**src/rtl/core/lsia_pkg.sv**
```systemverilog
// Shared types and constants for the indexed-access LIFO stack
package lsia_pkg;

  localparam int unsigned DEPTH_DEF = 16;
  localparam int unsigned MAX_DEPTH = 1024;
  localparam int unsigned PTR_W     = $clog2(MAX_DEPTH);
  localparam int unsigned VAL_W     = 32;
  localparam int unsigned OP_W      = 3;
  localparam int unsigned POS_W     = 4;
  localparam int unsigned CNT_W     = 5;
  localparam int unsigned CFG_W     = 5;

  localparam logic [CFG_W-1:0] CFG_DEPTH_RST = 5'd16;

  typedef enum logic [OP_W-1:0] {
    OP_PUSH  = 3'd0,
    OP_POP   = 3'd1,
    OP_PEEK  = 3'd2,
    OP_READ  = 3'd3,
    OP_WRITE = 3'd4
  } op_e;

  typedef struct packed {
    logic                    valid;
    logic                    wr_en;
    logic                    rd_en;
    logic [PTR_W-1:0]        addr;
    logic signed [VAL_W-1:0] wdata;
    logic signed [VAL_W-1:0] data;
    logic                    ok;
    logic [CNT_W-1:0]        count;
    logic                    full;
    logic                    empty;
  } txn_t;

endpackage

```
**src/rtl/core/lsia_ctrl.sv**
```systemverilog
// Head of the chain: fill count, depth register and transaction decode
module lsia_ctrl import lsia_pkg::*; #(
  parameter int unsigned DEPTH = DEPTH_DEF
) (
  input  logic                    clk_i,
  input  logic                    rst_ni,
  input  logic                    adv_i,
  input  logic                    in_valid_i,
  input  logic [OP_W-1:0]         op_i,
  input  logic signed [VAL_W-1:0] value_i,
  input  logic [POS_W-1:0]        position_i,
  input  logic                    cfg_we_i,
  input  logic [CFG_W-1:0]        cfg_data_i,
  output txn_t                    txn_o
);

  localparam int unsigned CW = $clog2(DEPTH + 1);
  localparam int unsigned EW = (CW > CFG_W) ? CW : CFG_W;
  localparam int unsigned PW = (CW > POS_W) ? CW : POS_W;

  logic [CW-1:0]    count_q, count_d;
  logic [CFG_W-1:0] depth_q, depth_d;
  logic [EW-1:0]    cfg_ext, dep_eff;
  logic             pos_ok;
  logic             nonempty;

  always_comb begin
    cfg_ext = EW'(depth_q);
    dep_eff = cfg_ext;
    if (cfg_ext == '0) begin
      dep_eff = EW'(1);
    end else if (cfg_ext > EW'(DEPTH)) begin
      dep_eff = EW'(DEPTH);
    end
  end

  assign depth_d  = cfg_we_i ? cfg_data_i : depth_q;
  assign pos_ok   = PW'(position_i) < PW'(count_q);
  assign nonempty = count_q != '0;

  always_comb begin
    txn_o       = '0;
    count_d     = count_q;
    txn_o.valid = in_valid_i;
    txn_o.wdata = value_i;
    unique case (op_e'(op_i))
      OP_PUSH: begin
        if (EW'(count_q) < dep_eff) begin
          txn_o.ok    = 1'b1;
          txn_o.wr_en = 1'b1;
          txn_o.addr  = PTR_W'(count_q);
          count_d     = count_q + CW'(1);
        end
      end
      OP_POP: begin
        if (nonempty) begin
          txn_o.ok    = 1'b1;
          txn_o.rd_en = 1'b1;
          txn_o.addr  = PTR_W'(count_q - CW'(1));
          count_d     = count_q - CW'(1);
        end
      end
      OP_PEEK: begin
        if (nonempty) begin
          txn_o.ok    = 1'b1;
          txn_o.rd_en = 1'b1;
          txn_o.addr  = PTR_W'(count_q - CW'(1));
        end
      end
      OP_READ: begin
        if (pos_ok) begin
          txn_o.ok    = 1'b1;
          txn_o.rd_en = 1'b1;
          txn_o.addr  = PTR_W'(position_i);
        end
      end
      OP_WRITE: begin
        if (pos_ok) begin
          txn_o.ok    = 1'b1;
          txn_o.wr_en = 1'b1;
          txn_o.addr  = PTR_W'(position_i);
        end
      end
      default: begin
      end
    endcase
    txn_o.count = CNT_W'(count_d);
    txn_o.full  = EW'(count_d) >= dep_eff;
    txn_o.empty = count_d == '0;
  end

  always_ff @(posedge clk_i or negedge rst_ni) begin
    if (!rst_ni) begin
      count_q <= '0;
      depth_q <= CFG_DEPTH_RST;
    end else begin
      depth_q <= depth_d;
      if (adv_i && in_valid_i) begin
        count_q <= count_d;
      end
    end
  end

endmodule

```
**src/rtl/core/lsia_cell.sv**
```systemverilog
// One stack entry plus the transaction stage that passes over it
module lsia_cell import lsia_pkg::*; #(
  parameter int unsigned IDX = 0
) (
  input  logic clk_i,
  input  logic rst_ni,
  input  logic adv_i,
  input  txn_t txn_i,
  output txn_t txn_o
);

  logic signed [VAL_W-1:0] entry_q, entry_d;
  txn_t                    txn_q, txn_d;
  logic                    hit;

  assign hit = txn_i.valid && (txn_i.addr == PTR_W'(IDX));

  always_comb begin
    txn_d   = txn_i;
    entry_d = entry_q;
    if (hit && txn_i.rd_en) begin
      txn_d.data = entry_q;
    end
    if (hit && txn_i.wr_en) begin
      entry_d = txn_i.wdata;
    end
  end

  always_ff @(posedge clk_i) begin
    if (adv_i) begin
      entry_q <= entry_d;
    end
  end

  always_ff @(posedge clk_i or negedge rst_ni) begin
    if (!rst_ni) begin
      txn_q <= '0;
    end else if (adv_i) begin
      txn_q <= txn_d;
    end
  end

  assign txn_o = txn_q;

endmodule

```
**src/rtl/core/lifo_stack_with_indexed_access.sv**
```systemverilog
// Top level of the LIFO stack with indexed access, built as a chain of entry cells
//
//   channel  direction  handshake               payload
//   in       input      in_valid_i/in_stall_o   op_i, value_i, position_i
//   out      output     out_valid_o/out_stall_i data_o, ok_o, count_o, full_res_o, empty_res_o
//   cfg      input      cfg_valid_i/cfg_ready_o cfg_data_i (depth in use)
//
// One transaction per cycle is accepted while the chain is not stalled; its result is
// registered in every cell it travels through. Earlier transactions pass every cell first.
// A stall on a waiting result holds the whole chain and raises in_stall_o in the same cycle.
// Reset clears the fill count, sets the depth to 16 and empties the chain; entries
// hold no value until written. Configuration writes are taken in any cycle.
module lifo_stack_with_indexed_access import lsia_pkg::*; #(
  parameter int unsigned DEPTH = DEPTH_DEF
) (
  input  logic                    clk_i,
  input  logic                    rst_ni,
  input  logic                    in_valid_i,
  output logic                    in_stall_o,
  input  logic [OP_W-1:0]         op_i,
  input  logic signed [VAL_W-1:0] value_i,
  input  logic [POS_W-1:0]        position_i,
  output logic                    out_valid_o,
  input  logic                    out_stall_i,
  output logic signed [VAL_W-1:0] data_o,
  output logic                    ok_o,
  output logic [CNT_W-1:0]        count_o,
  output logic                    full_res_o,
  output logic                    empty_res_o,
  input  logic                    cfg_valid_i,
  output logic                    cfg_ready_o,
  input  logic [CFG_W-1:0]        cfg_data_i
);

  txn_t chain [DEPTH+1];
  logic adv;

  assign adv         = !chain[DEPTH].valid || !out_stall_i;
  assign in_stall_o  = !adv;
  assign cfg_ready_o = 1'b1;

  lsia_ctrl #(
    .DEPTH (DEPTH)
  ) u_ctrl (
    .clk_i      (clk_i),
    .rst_ni     (rst_ni),
    .adv_i      (adv),
    .in_valid_i (in_valid_i),
    .op_i       (op_i),
    .value_i    (value_i),
    .position_i (position_i),
    .cfg_we_i   (cfg_valid_i),
    .cfg_data_i (cfg_data_i),
    .txn_o      (chain[0])
  );

  for (genvar i = 0; i < DEPTH; i++) begin : g_cell
    lsia_cell #(
      .IDX (i)
    ) u_cell (
      .clk_i  (clk_i),
      .rst_ni (rst_ni),
      .adv_i  (adv),
      .txn_i  (chain[i]),
      .txn_o  (chain[i+1])
    );
  end

  assign out_valid_o = chain[DEPTH].valid;
  assign data_o      = chain[DEPTH].data;
  assign ok_o        = chain[DEPTH].ok;
  assign count_o     = chain[DEPTH].count;
  assign full_res_o  = chain[DEPTH].full;
  assign empty_res_o = chain[DEPTH].empty;

endmodule

```
**config.mk**
```make
export PLATFORM = sky130hd
export DESIGN_NAME = lifo_stack_with_indexed_access
export DESIGN_NICKNAME = d
export VERILOG_FILES = /design/src/rtl/core/lsia_pkg.sv /design/src/rtl/core/lsia_ctrl.sv /design/src/rtl/core/lsia_cell.sv /design/src/rtl/core/lifo_stack_with_indexed_access.sv
export SDC_FILE = /design/constraint.sdc
export NUM_CORES = 2
export LEC_CHECK = 0
export ABC_CLOCK_PERIOD_IN_PS = 5400
export BUFFER_PORTS_ARGS = -buffer_cell sky130_fd_sc_hd__buf_4
export CORE_ASPECT_RATIO = 1.75
export CORE_MARGIN = 3
export CORE_UTILIZATION = 54
export CTS_CLUSTER_SIZE = 8
export DETAILED_ROUTE_END_ITERATION = 16
export PLACE_DENSITY_LB_ADDON = 0.08
export SKIP_LAST_GASP = 1
export SLEW_MARGIN = 25
export SYNTH_ARGS = -nofsm -noshare
export SYNTH_HDL_FRONTEND = slang
export SYNTH_SLANG_ARGS = --single-unit
```
**constraint.sdc**
```tcl
create_clock -name clk_i -period 5.4 [get_ports clk_i]
set_clock_uncertainty 0.05 [all_clocks]
set_input_delay 0.81 -clock clk_i [delete_from_list [all_inputs] [get_ports clk_i]]
set_output_delay 0.81 -clock clk_i [all_outputs]
set_load 0.05 [all_outputs]
```
==> metrics <==
pin count of the biggest net entering global routing ~220; top cells by area, synth dfrtp_1, edfxtp_1, nand2_1, mux2i_1, o21ai_0; Worst Max-Slew Pin Slew 1.083 ns; final number of setup-violating endpoints 0; Mapped Avg Cell Area roughly 11 um^2; CTS Sinks about 1,800; Synth Warn # 0; Reg clk slew, reported paths 0.05 ns; ys flop type dfrtp_1; Port Buf Inserts 90; Chip Width around 270 um; CTS root buffer clkbuf_16; Net count, final approximately 6,300; TritonCTS buffer count 240; Routed wire per std cell roughly 15 um; drt total wl approximately 120 mm; all-layer global routing usage a little under a fifth; ratio of cells with drive above 1 in the final layout under 10%; routed via count between 30,000 and 40,000; Max Slew Vio Count 0; Clk Latency, worst-skew pair 0.80 ns; total power about 42 mW; Top Ports between 90 and 100; Max-slew headroom 27.77%; crit path time final 3.946 ns; Hold Crit Class in -> reg; HPWL Detailed 72.86 mm; setup TNS 0 ns; Post-Layout Cell Count approximately 8,000; first-pass GRT wire length 207.6 mm; H-tree depth 4; ys async rst share a little over 70%; critical path class reg -> reg; Final Hold Viols 0; TritonRoute pass-1 iters 5; DRC Markers 0; largest family of logic cells by synthesized area simple AND/OR/NAND/NOR gates; Crit Path Max Fanout 14; Seq/Total Area, Yosys approximately 69%; status complete, no violations; Comb power frac approximately 18%; cts repair resizes 0; pwr dens about 550 nW/um^2; core area about 120,000 um^2; synth unique cells just over 60; Post-Synth Simple-Gate Area around 17%; max cap viols 0; Leakage around 37 nW; Mapped Area just under 70,000 um^2; vias per inst around 5.0; final setup margin between 1 and 1.5 ns; XOR/XNOR share of the synthesized area less than 1%; Post-synth EDFFs ~510; commonest non-fill, non-tap cell in the layout nand2_1; Die Span Y about 470 um; Compound-Gate Fraction of Synth Area under 10%; Syn Nets approximately 6,200; Arr. time, crit path around 4.6 ns; post-synthesis adder-cell area fraction less than 1%; CTS max path bufs 3; RSZ-0062 raised after global routing false; area delta synth->final 13.24%; period utilization 73.08%; Worst VDD drop ~0.44 mV; Sw Pwr between 10 and 15 mW; site row count roughly 170; Place WS 1.404 ns; initial antenna violation count 1; Inst Count DP between 7,000 and 8,000; Antenna Nets Post-Route 0; First DRT Iteration DRCs around 2,200; GR Overflow Total 0; RePlAce Congestion just under 0.8; CP endpoint kind flip-flop; CP Launch Type flip-flop; switching share of power ~30%; share of the synthesized area in the top cell type 46.75%; initial cell density of the core a little over half; clock share of power 32.3%; Synth area leader dfrtp_1; commonest non-fill, non-tap cells in the layout nand2_1, dfrtp_1, edfxtp_1, o21ai_0, mux2i_1; die area around 130,000 um^2; Gate Count Post-Synth ~6,000; Synth Register Bits around 1,800; Power Internal between 20 and 30 mW; proportion of synthesized area in mux cells roughly 5.8%; Seq pwr share 50.0%; Req. time, crit path 6.01 ns; TritonCTS clock tree done; hold slack 0.1429 ns; vias in the first global route between 40,000 and 50,000; fmax about 250 MHz
path summary, 6_finish.rpt:
check / startpoint / end / slack (ns) / cells past startpoint
min in group asynchronous: rst_ni / g_cell[15].u_cell.txn_o[3] / 0.58 / 2
worst min-delay path: value_i[26] / g_cell[0].u_cell.entry_q[26] / 0.14 / 1
worst max-delay path: u_ctrl.count_q[2] / g_cell[0].u_cell.txn_o[1] / 1.45 / 15
worst min register to register: g_cell[14].u_cell.txn_o[68] / g_cell[15].u_cell.entry_q[28] / 0.39 / 0
max in group asynchronous: rst_ni / g_cell[5].u_cell.txn_o[34] / 3.27 / 4
worst max register to register: u_ctrl.count_q[2] / g_cell[0].u_cell.txn_o[1] / 1.45 / 15
area by class of cell:
type,instances,area (um^2)
diodes,1,2.502
repair buffers,162,1501
clock buffers,411,6754
fillers,10320,47620
inverters,15,63.81
clock inverters,10,145.1
well taps,1643,2056
flip-flops and latches,1778,47060
multi-input cells,3996,19100
flip-flops by register name (all words and copies together), names as in the netlist:
| name | cells |
|---|---|
| u_ctrl.cfg_ext | 5 |
| g_cell.u_cell.txn_o | 1256 |
| g_cell.u_cell.entry_q | 512 |
| u_ctrl.count_q | 5 |
routing by layer:
| metal | GRT usage [%] | share of wire, % |
|---|---|---|
| met1 | 23.06 | 42 |
| met5 | 0 | 0 |
| met2 | 35.28 | 53 |
| met3 | 3.302 | 2.8 |
| met4 | 5.421 | 2.2 |
kinds of logic (layout without fill, tap and decap cells):
kind of cell	count (synthesis)	in the layout
AO/OA/AOI/OAI	574	574
XOR/XNOR	2	2
adder cells (fa/ha/maj)	16	16
buffers and inverters	398	598
flip-flops	1778	1778
multiplexers	389	389
other	1	2
AND/OR/NAND/NOR	3014	3014
repair_timing:
action	4_1_cts	5_1_grt
setup buffers	0	0
hold buffers	1	0
endpoints found under the hold margin	107	0
worst max-delay path: stages (launching register included):
cell	delay, ns
dfrtp_1	0.67
ha_1	0.34
a211oi_1	0.25
nor2_1	0.14
nor3_1	0.51
ha_1	0.34
nand2b_1	0.07
o211ai_1	0.07
o21ai_0	0.29
ha_1	0.34
nand2b_1	0.15
a21o_1	0.19
a21oi_1	0.14
nor2b_1	0.05
o21ai_0	0.13
a21oi_1	0.08
per-stage QoR:
step                      util [%]  cell area [um^2]
final                        61.69             76680
after global routing         61.69             76680
after CTS                    61.66             76650
after detailed placement     56.10             69740
after global placement       56.08             69720
after floorplan                  -             67720
synthesized netlist by cell type (2+ instances only):
master,number
nand2_1,2803
dfrtp_1,1265
edfxtp_1,512
o21ai_0,407
mux2i_1,385
clkbuf_1,293
nor2_1,121
a31oi_1,98
buf_1,44
buf_4,39
a22o_1,32
and3_1,16
ha_1,16
inv_1,13
nor3_1,12
a21oi_1,10
nand3_1,8
nand4bb_1,8
nand2b_1,6
nor4_1,6
nor4b_1,6
nor4bb_1,6
buf_6,5
mux2_2,4
nand4_1,4
a311oi_1,3
nor2b_1,3
nor3b_1,3
o31ai_1,3
a211o_1,2
a221oi_1,2
a22oi_1,2
a32o_1,2
and2_1,2
and4b_1,2
buf_2,2
o211ai_1,2
or4b_2,2
power groups by stage:
stage / sequential (mW) / combinational (mW) / clock [mW]
2_1_floorplan: 20.5 / 6.08 / 0
3_3_place_gp: 21.2 / 7.43 / 0
3_5_place_dp: 21.4 / 7.65 / 0
4_1_cts: 21.2 / 7.67 / 14.0
5_1_grt: 21.7 / 8.78 / 14.6
6_report: 21.1 / 7.46 / 13.6
(Power assumes the default switching activity.)
